===== src/design/mcwf_pkg.sv =====
// ----------------------------------------------------------------------------
// Minimum covering window finder: shared package
// Sizes, payload structs, operation codes and the back-end state type.
// ----------------------------------------------------------------------------
package mcwf_pkg;

  // Store sizes.
  localparam int MAX_TEXT    = 1024;
  localparam int MAX_PATTERN = 256;
  localparam int SYMBOLS     = 256;
  localparam int QUEUE_DEPTH = 4;

  // Derived widths.
  localparam int SYM_W   = 8;
  localparam int SYM_AW  = $clog2(SYMBOLS);
  localparam int TEXT_AW = $clog2(MAX_TEXT);
  localparam int EDGE_W  = $clog2(MAX_TEXT + 1);
  localparam int PAT_W   = $clog2(MAX_PATTERN + 1);
  localparam int NEED_MAG = (MAX_TEXT > MAX_PATTERN) ? MAX_TEXT : MAX_PATTERN;
  localparam int NEED_W  = $clog2(NEED_MAG + 1) + 1;
  localparam int QPTR_W  = (QUEUE_DEPTH > 1) ? $clog2(QUEUE_DEPTH) : 1;
  localparam int QCNT_W  = $clog2(QUEUE_DEPTH + 1);

  // Fixed result field widths.
  localparam int START_W = 10;
  localparam int LEN_W   = 11;

  // Input mode codes.
  localparam logic [1:0] MODE_PATTERN = 2'd0;
  localparam logic [1:0] MODE_TEXT    = 2'd1;
  localparam logic [1:0] MODE_END     = 2'd2;

  // Input transaction payload.
  typedef struct packed {
    logic [1:0]       mode;
    logic [SYM_W-1:0] symbol;
  } in_item_t;

  // Result transaction payload.
  typedef struct packed {
    logic               found;
    logic [START_W-1:0] window_start;
    logic [LEN_W-1:0]   window_length;
    logic               overflow;
  } out_item_t;

  // Classified operation held in the queue.
  typedef enum logic [1:0] {
    OP_PATTERN,
    OP_TEXT,
    OP_END
  } op_t;

  typedef struct packed {
    op_t              op;
    logic [SYM_W-1:0] sym;
  } cmd_t;

  // Queue head as seen by the back end.
  typedef struct packed {
    logic avail;
    cmd_t cmd;
  } q_head_t;

  // Back-end sequencer states.
  typedef enum logic [2:0] {
    ST_IDLE,
    ST_PAT_UPD,
    ST_TXT_UPD,
    ST_SHR_BEST,
    ST_SHR_SYM,
    ST_SHR_UPD
  } bk_state_t;

endpackage


===== src/design/mcwf_front.sv =====
// ----------------------------------------------------------------------------
// Front end
// Accepts input transactions, classifies the mode and queues the operation.
// ----------------------------------------------------------------------------
module mcwf_front (
  input  logic              clk,
  input  logic              rst_n,
  input  logic              in_valid,
  output logic              in_stall,
  input  mcwf_pkg::in_item_t in_data,
  output mcwf_pkg::q_head_t head,
  input  logic              pop
);

  mcwf_pkg::cmd_t                 q_r [mcwf_pkg::QUEUE_DEPTH];
  logic [mcwf_pkg::QPTR_W-1:0]    wr_ptr_r, wr_ptr_nxt;
  logic [mcwf_pkg::QPTR_W-1:0]    rd_ptr_r, rd_ptr_nxt;
  logic [mcwf_pkg::QCNT_W-1:0]    cnt_r, cnt_nxt;
  logic                           keep;
  mcwf_pkg::op_t                  op;
  logic                           push;

  // Mode decoder; the unused code is accepted and dropped.
  always_comb begin
    keep = 1'b1;
    op   = mcwf_pkg::OP_PATTERN;
    unique case (in_data.mode)
      mcwf_pkg::MODE_PATTERN: op = mcwf_pkg::OP_PATTERN;
      mcwf_pkg::MODE_TEXT:    op = mcwf_pkg::OP_TEXT;
      mcwf_pkg::MODE_END:     op = mcwf_pkg::OP_END;
      default:                keep = 1'b0;
    endcase
  end

  assign in_stall = (cnt_r == mcwf_pkg::QCNT_W'(mcwf_pkg::QUEUE_DEPTH));
  assign push     = in_valid && !in_stall && keep;

  // Pointer and fill bookkeeping.
  always_comb begin
    wr_ptr_nxt = wr_ptr_r;
    rd_ptr_nxt = rd_ptr_r;
    cnt_nxt    = cnt_r;
    if (push) begin
      wr_ptr_nxt = (wr_ptr_r == mcwf_pkg::QPTR_W'(mcwf_pkg::QUEUE_DEPTH - 1)) ?
                   '0 : wr_ptr_r + mcwf_pkg::QPTR_W'(1);
    end
    if (pop) begin
      rd_ptr_nxt = (rd_ptr_r == mcwf_pkg::QPTR_W'(mcwf_pkg::QUEUE_DEPTH - 1)) ?
                   '0 : rd_ptr_r + mcwf_pkg::QPTR_W'(1);
    end
    if (push && !pop) begin
      cnt_nxt = cnt_r + mcwf_pkg::QCNT_W'(1);
    end else if (pop && !push) begin
      cnt_nxt = cnt_r - mcwf_pkg::QCNT_W'(1);
    end
  end

  always_ff @(posedge clk) begin
    if (!rst_n) begin
      wr_ptr_r <= '0;
      rd_ptr_r <= '0;
      cnt_r    <= '0;
    end else begin
      wr_ptr_r <= wr_ptr_nxt;
      rd_ptr_r <= rd_ptr_nxt;
      cnt_r    <= cnt_nxt;
    end
  end

  // Queue entries carry payload only.
  always_ff @(posedge clk) begin
    if (push) begin
      q_r[wr_ptr_r] <= '{op: op, sym: in_data.symbol};
    end
  end

  assign head.avail = (cnt_r != '0);
  assign head.cmd   = q_r[rd_ptr_r];

endmodule


===== config.mk =====
export PLATFORM = sky130hd
export DESIGN_NAME = mcwf_front
export DESIGN_NICKNAME = d
export VERILOG_FILES = /design/src/design/mcwf_pkg.sv /design/src/design/mcwf_front.sv
export SDC_FILE = /design/constraint.sdc
export NUM_CORES = 1
export LEC_CHECK = 0
export ABC_AREA = 1
export BUFFER_PORTS_ARGS = -buffer_cell sky130_fd_sc_hd__buf_2
export CAP_MARGIN = 20
export CELL_PAD_IN_SITES_DETAIL_PLACEMENT = 2
export CELL_PAD_IN_SITES_GLOBAL_PLACEMENT = 2
export CORE_MARGIN = 4
export CORE_UTILIZATION = 38
export DETAILED_ROUTE_END_ITERATION = 12
export PLACE_DENSITY = 0.86
export SYNTH_ARGS = -nofsm -noshare
export SYNTH_HDL_FRONTEND = slang
export SYNTH_SLANG_ARGS = --single-unit

===== constraint.sdc =====
create_clock -name clk -period 1.88 [get_ports clk]
set_clock_uncertainty 0.05 [all_clocks]
set_input_delay 0.282 -clock clk [delete_from_list [all_inputs] [get_ports clk]]
set_output_delay 0.282 -clock clk [all_outputs]
set_load 0.01 [all_outputs]

## Yosys cells after proc, flatten, opt, wreduce, memory -nomap -nowiden

Memory sizes are Yosys's and may differ from the RTL's. A register that Yosys moved wholly into a read port is not among the register bits.
Index checks and enable logic that the tools add are counted.

- Memory bits (writable): 40
- Memories kept: 1
- Flip-flop bits (word level): 7
- Input port bits: 14

Memories:

| memory | words | bits a word | read ports | clocked after memory_dff | write ports | line | RTL |
|---|---|---|---|---|---|---|---|
| q_r | 4 | 10 | 1 | 1 | 1 | mcwf_front.sv:15 | `mcwf_pkg::cmd_t q_r [mcwf_pkg::QUEUE_DEPTH];` |

- Reductions and logical operators: 11
- Add/subtract/negate cells: 4
- Equality and inequality tests: 5
- Muxes and demuxes: 10

Operator list:

| operator | number |
|---|---|
| $mux W2 | 4 |
| $eq A2 B2 Y1 const B | 3 |
| $mux W3 | 2 |
| $add A2 B1 Y2 const B | 2 |
| $logic_and A1 B1 Y1 | 4 |
| $pmux W2 S2 | 1 |
| $add A3 B1 Y3 const B | 1 |
| $eq A3 B3 Y1 const B | 1 |
| $logic_not A1 Y1 | 3 |
| $mux W1 | 3 |
| $reduce_bool A3 Y1 | 1 |
| $reduce_or A3 Y1 | 1 |
| $sub A3 B1 Y3 const B | 1 |
| $eq A2 B1 Y1 const B | 1 |
| $logic_not A2 Y1 | 1 |
| $reduce_bool A2 Y1 | 1 |

## Depth between registers and ports, before layout

Gate-level depths: netlist of run 1.

- Depth after elaboration: 8
- Mapped depth: 13
- Mapped depth without buffers: 13

## Worst setup path before layout of run 1

Ideal clock, no wire load.

- Kind: register to register
- Start point: register cnt_r[0] (netlist bit)
- End point: register cnt_r[1] (netlist bit)
- Clock period less this slack: 1.679 ns
- Data arrival time: 1.510 ns
- Setup time: 0.119 ns
- Path slack: 0.201 ns
- Cell stages (with the launch flop): 10
- Buffers on the path: 0
- Path through: dfxtp_1 inv_2 nand3_2 nand2_2 inv_1 ha_1 inv_1 fa_1 o21ai_0 a21oi_1

- Elaborated cells on any way between the ends: 12

RTL lines:

| element | line | RTL |
|---|---|---|
| start, declared | mcwf_front.sv:18 | `logic [mcwf_pkg::QCNT_W-1:0] cnt_r, cnt_nxt;` |
| start signal, assigned | mcwf_front.sv:66 | `cnt_r <= cnt_nxt;` |
| $eq A3 B3 Y1 | mcwf_front.sv:35 | `assign in_stall = (cnt_r == mcwf_pkg::QCNT_W'(mcwf_pkg::QUEUE_DEPTH));` |
| $logic_not A1 Y1 | mcwf_front.sv:36 | `assign push = in_valid && !in_stall && keep;` |
| $logic_and A1 B1 Y1 (2 in a row) | mcwf_front.sv:36 |  |
| net push | mcwf_front.sv:21 | `logic push;` |
| $logic_and A1 B1 Y1 | mcwf_front.sv:51 | `if (push && !pop) begin` |
| $mux W3 | mcwf_front.sv:51 |  |
| net cnt_nxt (one bit) | mcwf_front.sv:18 |  |

The timed path passes the listed nets, and every way through them passes these cells. The select of a mux whose other input is x is not followed.
A chain may end at the register's enable or synchronous reset.

## Final worst setup path of run 1

- Start point: register cnt_r[1] (netlist bit)
- End point: register cnt_r[1] (netlist bit)

Same word-level chain as after synthesis.

==> flow_summary_export.csv, run 1 <==
group,metric,value,unit
min_path,whs_path_depth,1,
place,io_buffer_count,25,
place,placed_area,2270,µm²
grt,globalRoute.busiestLayer,"met2",
place,place_worst_setup_slack,0.0388,ns
flow_run,maxCapViolCount,0,
logic_synthesis,synth_cells,170,
grt,maximum_number_of_pins_on_one_net_before_global_route_repair,21,
setup_path,critPathMaxStageDelay,0.41,ns
setup_path,r2r_start,"cnt_r[1]$_SDFFE_PN0P_",
power_and_ir_drop,ir_worst_vdd,0.000489,V
layout,drive_gt1_share,25.2,%
logic_synthesis,synth_area,2020,µm²
die,io_pins,26,
min_path,min-delay-start,"in_data[1]",
routing,dr.first_iter.drc_count,108,
logic_synthesis,syn_area_per_cell,11.9,µm²
grt,grt_util_met1,19.0,%
clocking,inserted_clock_buffers,5,
logic_synthesis,yosys_warnings,0,
grt,track_usage,16.9,%
power_and_ir_drop,leakage_power_of_the_design,0.956,nW
die,initial_utilization,39.3,%
routing,route.final.wire_length,5.04,mm
clocking,hold_buffers,0,
timing,timing.final.crit_share,94.9,%
timing,tightestPinTransition,0.385,ns
power_and_ir_drop,fin_total_pwr,2.32,mW
routing,route.vias.total,1389,
grt,antenna_found_initial,0,
clocking,clk_path_buf_depth,2,
setup_path,r2r_setup_slack,0.1,ns
layout,layout.nets,230,
grt,met2_usage,31.4,%
logic_synthesis,synth_nets,191,
die,std_cell_rows,26,
setup_path,timing.setup.critical_path_class,"reg2reg",
clocking,cts_sinks,49,
clocking,htree_num_levels,2,
setup_path,end_kind,"flip-flop",
clocking,cts_tree,"yes",
grt,gr-total-overflow,0,
min_path,holdPathEnd,"q_r[3][1]$_DFFE_PP_",
place,gpl.final_weighted_congestion,0.720,
setup_path,cell_repeated_most_along_the_worst_path,"sky130_fd_sc_hd__inv_1",
routing,detail_route.first_pass.iterations,3,
layout,layout-area-overhead-vs-synth,17.9,%
clocking,clk_transition_reported_paths,0.09,ns
place,hpwl,3.72,mm
min_path,hold_path_class,"in2reg",
timing,setup-violations-final,0,
routing,avgRoutedWirePerCell,18.0,µm
logic_synthesis,synth.ff_latch_count,49,
logic_synthesis,share_of_synthesized_area_occupied_by_flip_flops_and_latches,68.4,%
setup_path,timing.rr.end,"cnt_r[1]$_SDFFE_PN0P_",
timing,timing.final.crit_period,1.78,ns
timing,finalHoldViolations,0,
setup_path,arrival_time_reported_for_the_critical_path_endpoint,1.92,ns
setup_path,crit_path_top_delay_cell,"sky130_fd_sc_hd__fa_1",
setup_path,critPathBufInv,3,
logic_synthesis,synthDistinctLibCells,21,
timing,slew_headroom,74.2,%
timing,final-max-slew-violation-count,0,
power_and_ir_drop,power.density_cell_area,974,nW/µm²
clocking,clk_root_buffer_cell,"sky130_fd_sc_hd__clkbuf_8",
layout,final_design_area_no_fill,2380,µm²
layout,final_cells,280,
setup_path,worst_ep_required_time,2.02,ns
routing,routed_via_density,4.96,
die,floorplan.core_area,5140,µm²
setup_path,cp-startpoint,"cnt_r[1]$_SDFFE_PN0P_",
die,design.die.area,6540,µm²
timing,worst_slack,0.0950,ns
routing,detail-route-antenna-nets,0,
die,die_height,80.9,µm
outcome,result_of_the_run,"completed",
clocking,clock_latency_of_the_later_clocked_register_in_the_worst_skew_pair,0.30,ns
grt,wire_length_of_the_first_global_routing_pass,7.98,mm
routing,drc_markers,0,
setup_path,critical_path.cell_chain,"inv_1 > nand3_2 > nand2_2 > inv_1 > ha_1 > inv_1 > fa_1 > o21ai_0 > a21oi_1",
setup_path,path_depth_of_the_worst_reg2reg_path,9,
timing,maxClockFrequency,560,MHz
setup_path,critical_path_launch_point_type,"flip-flop",
layout,num_antenna_cells,0,
grt,via_count_of_the_first_global_routing_pass,1553,
setup_path,crit_family,"adder cells",
die,die_x,80.9,µm
grt,global_route.usage.met3,3.22,%
place,placed_cells_incl_taps,271,
setup_path,worst-path-max-fanout,3,
timing,tns,0,ns
timing,grt_setup_unrepaired,"yes",
sequential cells by signal, indices dropped and copies added, names as in the netlist, named ones only:
signal / flops
q_r: 40
cnt_r: 3
rd_ptr_r: 2
wr_ptr_r: 2
cells by family (layout without fill, tap and decap cells):
logic type	after synthesis	after routing	share of synthesized area, %
simple gates	47	47	9.61
flops	49	49	68.4
compound gates	39	39	10.8
buf+inv	28	68	6.39
fa+ha+maj	7	7	4.71
layout by cell type (no fill, tap or decap), types with 2 or more instances in the layout:
master,synthesis,layout
sky130_fd_sc_hd__o21ai_0,3,3
sky130_fd_sc_hd__o22ai_1,10,10
sky130_fd_sc_hd__edfxtp_1,40,40
sky130_fd_sc_hd__buf_4,2,12
sky130_fd_sc_hd__o21ai_1,20,20
sky130_fd_sc_hd__nor2_1,32,32
sky130_fd_sc_hd__inv_2,2,2
sky130_fd_sc_hd__dfxtp_1,9,7
sky130_fd_sc_hd__inv_1,21,20
sky130_fd_sc_hd__dfxtp_2,0,2
sky130_fd_sc_hd__ha_1,6,6
sky130_fd_sc_hd__clkbuf_8,0,6
sky130_fd_sc_hd__buf_2,1,25
sky130_fd_sc_hd__nand2_1,7,7
sky130_fd_sc_hd__a21oi_1,5,5
sky130_fd_sc_hd__nand3_1,4,4
through the flow:
stage                     util, %  hold WS [ns]
after global placement       44.2         0.447
after floorplan                 -         0.331
after global routing         46.3         0.138
final                        46.3         0.150
after detailed placement     44.2         0.461
after CTS                    46.1         0.143
cell usage after synthesis:
master	number	area [µm²]
sky130_fd_sc_hd__nand2_1	7	26.3
sky130_fd_sc_hd__edfxtp_1	40	1200
sky130_fd_sc_hd__buf_2	1	5.00
sky130_fd_sc_hd__nand2_2	1	6.26
sky130_fd_sc_hd__buf_4	2	15.0
sky130_fd_sc_hd__a21oi_1	5	25.0
sky130_fd_sc_hd__a21oi_4	1	16.3
sky130_fd_sc_hd__nor2_1	32	120
sky130_fd_sc_hd__fa_1	1	20.0
sky130_fd_sc_hd__inv_1	21	78.8
sky130_fd_sc_hd__nand3_1	4	20.0
sky130_fd_sc_hd__ha_1	6	75.1
sky130_fd_sc_hd__o21ai_0	3	15.0
sky130_fd_sc_hd__o21ai_1	20	100
sky130_fd_sc_hd__dfxtp_1	9	180
sky130_fd_sc_hd__o22ai_1	10	62.6
sky130_fd_sc_hd__inv_2	2	7.51
sky130_fd_sc_hd__buf_6	2	22.5
sky130_fd_sc_hd__nand3_2	1	10.0
sky130_fd_sc_hd__nand4_1	1	6.26
sky130_fd_sc_hd__nor3_1	1	5.00
how the worst max path moves through the flow:
stage	depth (start not counted)	slack, ns	endpoint
5_1_grt	12	-0.03	cnt_r[2]$_SDFFE_PN0P_
6_report	9	0.1	cnt_r[1]$_SDFFE_PN0P_
3_3_place_gp	13	0.15	cnt_r[2]$_SDFFE_PN0P_
3_5_place_dp	13	0.04	cnt_r[2]$_SDFFE_PN0P_
4_1_cts	13	0.05	cnt_r[2]$_SDFFE_PN0P_
2_1_floorplan	9	0.20	cnt_r[1]$_SDFFE_PN0P_
power by group:
group          internal, mW  total, mW  switching (mW)
clock                 0.299      0.643           0.345
sequential             1.25       1.29          0.0389
combinational         0.149      0.390           0.241
worst register-to-register path, cell delays in order, from the launching register on:
cell	delay (ns)
sky130_fd_sc_hd__dfxtp_2	0.34
sky130_fd_sc_hd__inv_1	0.12
sky130_fd_sc_hd__nand3_2	0.10
sky130_fd_sc_hd__nand2_2	0.08
sky130_fd_sc_hd__inv_1	0.04
sky130_fd_sc_hd__ha_1	0.19
sky130_fd_sc_hd__inv_1	0.09
sky130_fd_sc_hd__fa_1	0.41
sky130_fd_sc_hd__o21ai_0	0.19
sky130_fd_sc_hd__a21oi_1	0.06
per-layer routing:
layer | share of wire [%] | vias up
met3 | 2.4 | 8
met4 | 2.1 | 0
met2 | 55 | 22
met5 | 0 | -
li1 | - | 668
met1 | 41 | 691
final cells by class:
type / count / area [µm²]
Clock buffer: 6 / 82.6
Clock inverter: 2 / 13.8
Fill cell: 554 / 2760
Inverter: 23 / 88.8
Multi-Input combinational cell: 93 / 508
Sequential cell: 49 / 1380
Tap cell: 70 / 87.6
Timing Repair Buffer: 37 / 215
repair_timing:
item | in CTS | in global routing
buffers inserted | 0 | 1
setup endpoints to repair | 0 | 5
resized for setup | 0 | 5
Note: power is estimated with default switching activity, not from simulation.
==> run 2, diff against run 1 <==
--- a/config.mk
+++ b/config.mk
@@ -13,7 +13,7 @@
 export CORE_MARGIN = 4
 export CORE_UTILIZATION = 38
 export DETAILED_ROUTE_END_ITERATION = 12
-export PLACE_DENSITY = 0.86
+export PLACE_DENSITY_LB_ADDON = 0.1
 export SYNTH_ARGS = -nofsm -noshare
 export SYNTH_HDL_FRONTEND = slang
 export SYNTH_SLANG_ARGS = --single-unit
==> constraint.sdc (replaced) <==
create_clock -name clk -period 1.88 [get_ports clk]
set_clock_uncertainty 0.05 [all_clocks]
set_input_delay 0.282 -clock clk [delete_from_list [all_inputs] [get_ports clk]]
set_output_delay 0.282 -clock clk [all_outputs]
set_load 0.1 [all_outputs]
==> flow_summary_export.csv, run 2 (same netlist as run 1, synthesis figures left out) <==
group,metric,value,unit
outcome,result_of_the_run,"completed",
clocking,htree_num_levels,2,
layout,drive_gt1_share,32.4,%
layout,seq_area,1390,µm²
layout,final_cells,280,
place,gpl.final_weighted_congestion,0.727,
timing,timing.final.crit_period,1.78,ns
setup_path,timing.rr.end,"cnt_r[1]$_SDFFE_PN0P_",
layout,layout.nets,230,
layout,largest_registers,"q_r (40), cnt_r (3)",
die,initial_utilization,39.3,%
setup_path,timing.setup.critical_path_class,"reg2reg",
clocking,clk_transition_reported_paths,0.09,ns
clocking,cts_tree,"yes",
timing,grt_setup_unrepaired,"yes",
grt,gr-total-overflow,0,
setup_path,r2r_setup_slack,0.1,ns
die,std_cell_rows,26,
routing,detail-route-antenna-nets,0,
clocking,inserted_clock_buffers,5,
timing,slew_headroom,67.7,%
layout,postLayoutCoreUtil,50.7,%
setup_path,r2r_start,"cnt_r[2]$_SDFFE_PN0P_",
setup_path,worst-path-max-fanout,3,
timing,maxClockFrequency,561,MHz
die,die_x,80.9,µm
min_path,hold_path_class,"in2reg",
clocking,clk_root_buffer_cell,"sky130_fd_sc_hd__clkbuf_8",
setup_path,arrival_time_reported_for_the_critical_path_endpoint,1.91,ns
power_and_ir_drop,ir_worst_vdd,0.000562,V
flow_run,maxCapViolCount,0,
routing,detail_route.first_pass.iterations,4,
die,design.die.area,6540,µm²
routing,drc_markers,0,
routing,route.vias.total,1403,
clocking,cts_sinks,49,
timing,timing.hold.ws,0.142,ns
place,io_buffer_count,25,
place,hpwl,3.85,mm
grt,wire_length_of_the_first_global_routing_pass,9.01,mm
die,floorplan.core_area,5140,µm²
grt,maximum_number_of_pins_on_one_net_before_global_route_repair,21,
setup_path,worst_ep_required_time,2.01,ns
min_path,whs_path_depth,1,
layout,final_design_area_no_fill,2610,µm²
timing,final-max-slew-violation-count,0,
clocking,clock_latency_of_the_later_clocked_register_in_the_worst_skew_pair,0.29,ns
layout,num_antenna_cells,0,
layout,layout.filler_cells,554,
layout,mostFrequentLayoutCells,"40 x sky130_fd_sc_hd__edfxtp_1, 32 x sky130_fd_sc_hd__nor2_1, 21 x sky130_fd_sc_hd__o21ai_1",
grt,via_count_of_the_first_global_routing_pass,1645,
place,placed_area,2460,µm²
layout,multi_input_comb_area,588,µm²
layout,layout_commonest_cell,"sky130_fd_sc_hd__edfxtp_1",
routing,avgRoutedWirePerCell,20.5,µm
power_and_ir_drop,power.density_cell_area,1070,nW/µm²
routing,route.final.wire_length,5.75,mm
layout,largest-register,"q_r",
grt,antenna_found_initial,0,
min_path,holdPathEnd,"q_r[2][4]$_DFFE_PP_",
place,placed_cells_incl_taps,268,
setup_path,critical_path_launch_point_type,"flip-flop",
die,die_height,80.9,µm
layout,largest_register_ffs,40,
timing,setup-violations-final,0,
power_and_ir_drop,leakage_power_of_the_design,1.03,nW
timing,timing.final.crit_share,94.9,%
grt,track_usage,19.0,%
routing,routed_via_density,5.01,
setup_path,end_kind,"flip-flop",
timing,tightestPinTransition,0.488,ns
clocking,clk_path_buf_depth,2,
timing,finalHoldViolations,0,
routing,dr.first_iter.drc_count,55,
die,io_pins,26,
setup_path,path_depth_of_the_worst_reg2reg_path,8,
timing,tns,0,ns
min_path,min-delay-start,"in_data[4]",
layout,layout-area-overhead-vs-synth,29.1,%
## run 2: cell types whose count changed in the layout (fill, tap and decap cells not counted), sizes merged
cell / previous run / this run
clkinvlp: 0 / 1
inv: 23 / 22
## run 2: report_power, final
group          switching, mW  internal [mW]
Combinational          0.606          0.277
Sequential            0.0436           1.25
Clock                  0.344          0.259
## run 2: per-layer routing
layer	GRT usage (%)	vias to the layer above	wire [µm]
met5	0	-	0
met4	5.07	0	48
met3	3.22	5	155
met2	37.6	23	3400
met1	20.6	710	2150
li1	-	665	-
## run 2: critical path, cell delays in order, from the launching register on
cell and delay [ns]:
sky130_fd_sc_hd__dfxtp_1 0.43, sky130_fd_sc_hd__nand3_4 0.11, sky130_fd_sc_hd__nand2_2 0.08, sky130_fd_sc_hd__inv_1 0.04
sky130_fd_sc_hd__ha_2 0.16, sky130_fd_sc_hd__inv_1 0.10, sky130_fd_sc_hd__fa_2 0.44, sky130_fd_sc_hd__o21ai_1 0.18
sky130_fd_sc_hd__a21oi_1 0.07
## run 2: per-stage QoR
step                      total power, mW  setup slack (ns)
final                                2.78            0.0964
after global routing                 2.92           -0.0664
after CTS                            2.79           0.00708
after detailed placement             2.16           -0.0303
after global placement               2.11             0.111
after floorplan                      1.86             0.122
## run 2: worst max path at each step
stage	from	to	slack (ns)	cells after the start
2_1_floorplan	flip-flop	head[0]	0.12	4
3_3_place_gp	in_data[8]	cnt_r[2]$_SDFFE_PN0P_	0.11	13
3_5_place_dp	in_data[8]	cnt_r[2]$_SDFFE_PN0P_	-0.03	13
4_1_cts	cnt_r[1]$_SDFFE_PN0P_	cnt_r[1]$_SDFFE_PN0P_	0.007	9
5_1_grt	cnt_r[1]$_SDFFE_PN0P_	cnt_r[2]$_SDFFE_PN0P_	-0.07	12
6_report	cnt_r[2]$_SDFFE_PN0P_	cnt_r[1]$_SDFFE_PN0P_	0.1	8
## run 2: final cells by class
type	count	share of cell area [%]
clock buffer	6	2.78
timing repair buffer	37	14.2
sequential	49	53.2
multi-input combinational	93	22.6
clock inverter	2	0.384
tap	70	3.36
inverter	23	3.55
## run 2: repair_timing
action                                  in CTS  in global routing
hold buffers                                 0                  0
endpoints found under the setup margin      12                  9
resized for setup                            6                  7
setup buffers                                2                  2
==> run 3, diff against run 2 <==
--- a/config.mk
+++ b/config.mk
@@ -10,7 +10,6 @@
 export CAP_MARGIN = 20
 export CELL_PAD_IN_SITES_DETAIL_PLACEMENT = 2
 export CELL_PAD_IN_SITES_GLOBAL_PLACEMENT = 2
-export CORE_MARGIN = 4
 export CORE_UTILIZATION = 38
 export DETAILED_ROUTE_END_ITERATION = 12
 export PLACE_DENSITY_LB_ADDON = 0.1
==> flow_summary_export.csv, run 3 (same netlist as run 1, synthesis figures left out) <==
group,metric,value,unit
timing,finalHoldViolations,0,
clocking,htree_num_levels,2,
die,initial_utilization,39.5,%
min_path,hold_path_class,"in2reg",
routing,route.final.wire_length,5.24,mm
routing,drc_markers,0,
die,floorplan.core_area,5110,µm²
timing,timing.final.crit_share,94.8,%
layout,postLayoutCoreUtil,50.7,%
routing,route.vias.total,1401,
routing,dr.first_iter.drc_count,76,
clocking,inserted_clock_buffers,5,
routing,routed_via_density,5.02,
routing,detail-route-antenna-nets,0,
die,design.die.area,5610,µm²
grt,maximum_number_of_pins_on_one_net_before_global_route_repair,21,
place,io_buffer_count,25,
grt,via_count_of_the_first_global_routing_pass,1530,
layout,layout.nets,229,
timing,tightestPinTransition,0.483,ns
clocking,clk_path_buf_depth,2,
layout,seq_area,1390,µm²
clocking,clk_root_buffer_cell,"sky130_fd_sc_hd__clkbuf_8",
timing,setup-violations-final,0,
layout,num_antenna_cells,0,
layout,layout_commonest_cell,"sky130_fd_sc_hd__edfxtp_1",
setup_path,timing.setup.critical_path_class,"reg2out",
power_and_ir_drop,leakage_power_of_the_design,1.02,nW
layout,final_design_area_no_fill,2590,µm²
timing,grt_setup_unrepaired,"yes",
layout,drive_gt1_share,31.1,%
grt,wire_length_of_the_first_global_routing_pass,8.16,mm
routing,detail_route.first_pass.iterations,4,
grt,track_usage,21.3,%
grt,gr-total-overflow,0,
clocking,clk_transition_reported_paths,0.09,ns
flow_run,maxCapViolCount,0,
clocking,hold_buffers,0,
layout,layout-area-overhead-vs-synth,28.3,%
clocking,cts_sinks,49,
outcome,result_of_the_run,"completed",
layout,multi_input_comb_area,581,µm²
timing,slew_headroom,68.0,%
timing,timing.hold.ws,0.126,ns
timing,maxClockFrequency,561,MHz
layout,layout.filler_cells,529,
timing,timing.final.crit_period,1.78,ns
setup_path,worst-path-max-fanout,12,
die,io_pins,26,
power_and_ir_drop,power.density_cell_area,1070,nW/µm²
layout,largest_registers,"q_r (40), cnt_r (3)",
die,die_height,74.9,µm
die,std_cell_rows,26,
setup_path,critical_path_launch_point_type,"flip-flop",
layout,largest_register_ffs,40,
setup_path,arrival_time_reported_for_the_critical_path_endpoint,1.45,ns
routing,avgRoutedWirePerCell,18.8,µm
power_and_ir_drop,ir_worst_vdd,0.000509,V
layout,mostFrequentLayoutCells,"40 x sky130_fd_sc_hd__edfxtp_1, 32 x sky130_fd_sc_hd__nor2_1, 20 x sky130_fd_sc_hd__o21ai_1",
place,placed_cells_incl_taps,268,
place,placed_area,2460,µm²
clocking,clock_latency_of_the_later_clocked_register_in_the_worst_skew_pair,0.31,ns
layout,largest-register,"q_r",
place,gpl.final_weighted_congestion,0.682,
timing,final-max-slew-violation-count,0,
layout,final_cells,279,
grt,antenna_found_initial,0,
setup_path,end_kind,"output pin",
place,hpwl,3.69,mm
setup_path,worst_ep_required_time,1.55,ns
die,die_x,74.9,µm
clocking,cts_tree,"yes",
## run 3: cell types whose count changed in the layout (fill, tap and decap cells not counted), sizes merged
cell      delta
buf          -2
clkinvlp     +1
## run 3: critical path: stages (launching register included)
cell                      delay, ns
sky130_fd_sc_hd__dfxtp_2       0.38
sky130_fd_sc_hd__buf_4         0.21
sky130_fd_sc_hd__o21ai_1       0.11
sky130_fd_sc_hd__o22ai_2       0.22
sky130_fd_sc_hd__buf_12        0.21
## run 3: path summary, 6_finish.rpt
kind | cells past startpoint | startpoint | endpoint | slack, ns
setup reg to reg | 12 | cnt_r[0]$_SDFFE_PN0P_ | cnt_r[2]$_SDFFE_PN0P_ | 0.12
setup / recovery | 4 | flip-flop | head[1] | 0.1
hold / removal | 1 | in_data[6] | q_r[1][6]$_DFFE_PP_ | 0.13
hold reg to reg | 2 | cnt_r[1]$_SDFFE_PN0P_ | cnt_r[1]$_SDFFE_PN0P_ | 0.46
## run 3: area by class of cell
| cell class | instances | share of cell area [%] |
|---|---|---|
| repair buffers | 35 | 13.5 |
| repair inverters | 1 | 0.290 |
| flip-flops and latches | 49 | 53.6 |
| inverters | 23 | 3.57 |
| clock inverters | 2 | 0.386 |
| multi-input cells | 93 | 22.4 |
| well taps | 70 | 3.38 |
| clock buffers | 6 | 2.80 |
## run 3: per-stage QoR
step | setup TNS, ns | total power [mW] | worst slack [ns]
global placement | 0 | 2.10 | 0.111
finish | 0 | 2.77 | 0.0968
floorplan | 0 | 1.86 | 0.122
CTS | 0 | 2.76 | 0.00912
global route | -0.0494 | 2.88 | -0.0494
detailed placement | -0.0238 | 2.15 | -0.0238
## run 3: power breakdown
part	switching, mW	internal (mW)
logic	0.586	0.269
clock network	0.362	0.259
registers	0.0432	1.25
total	0.991	1.77
## run 3: metal layers
layer	wire length (µm)	vias to the layer above	GRT usage [%]	part of all wire, %
li1	-	661	-	-
met1	2060	714	22.7	39
met2	2990	23	40.5	57
met3	154	3	6.02	2.9
met4	39	0	6.29	0.74
met5	0	-	0	0
## run 3: repair_timing
item,CTS,global route
resized for setup,5,6
cloned,1,0
buffers inserted,0,2
setup endpoints to repair,7,8
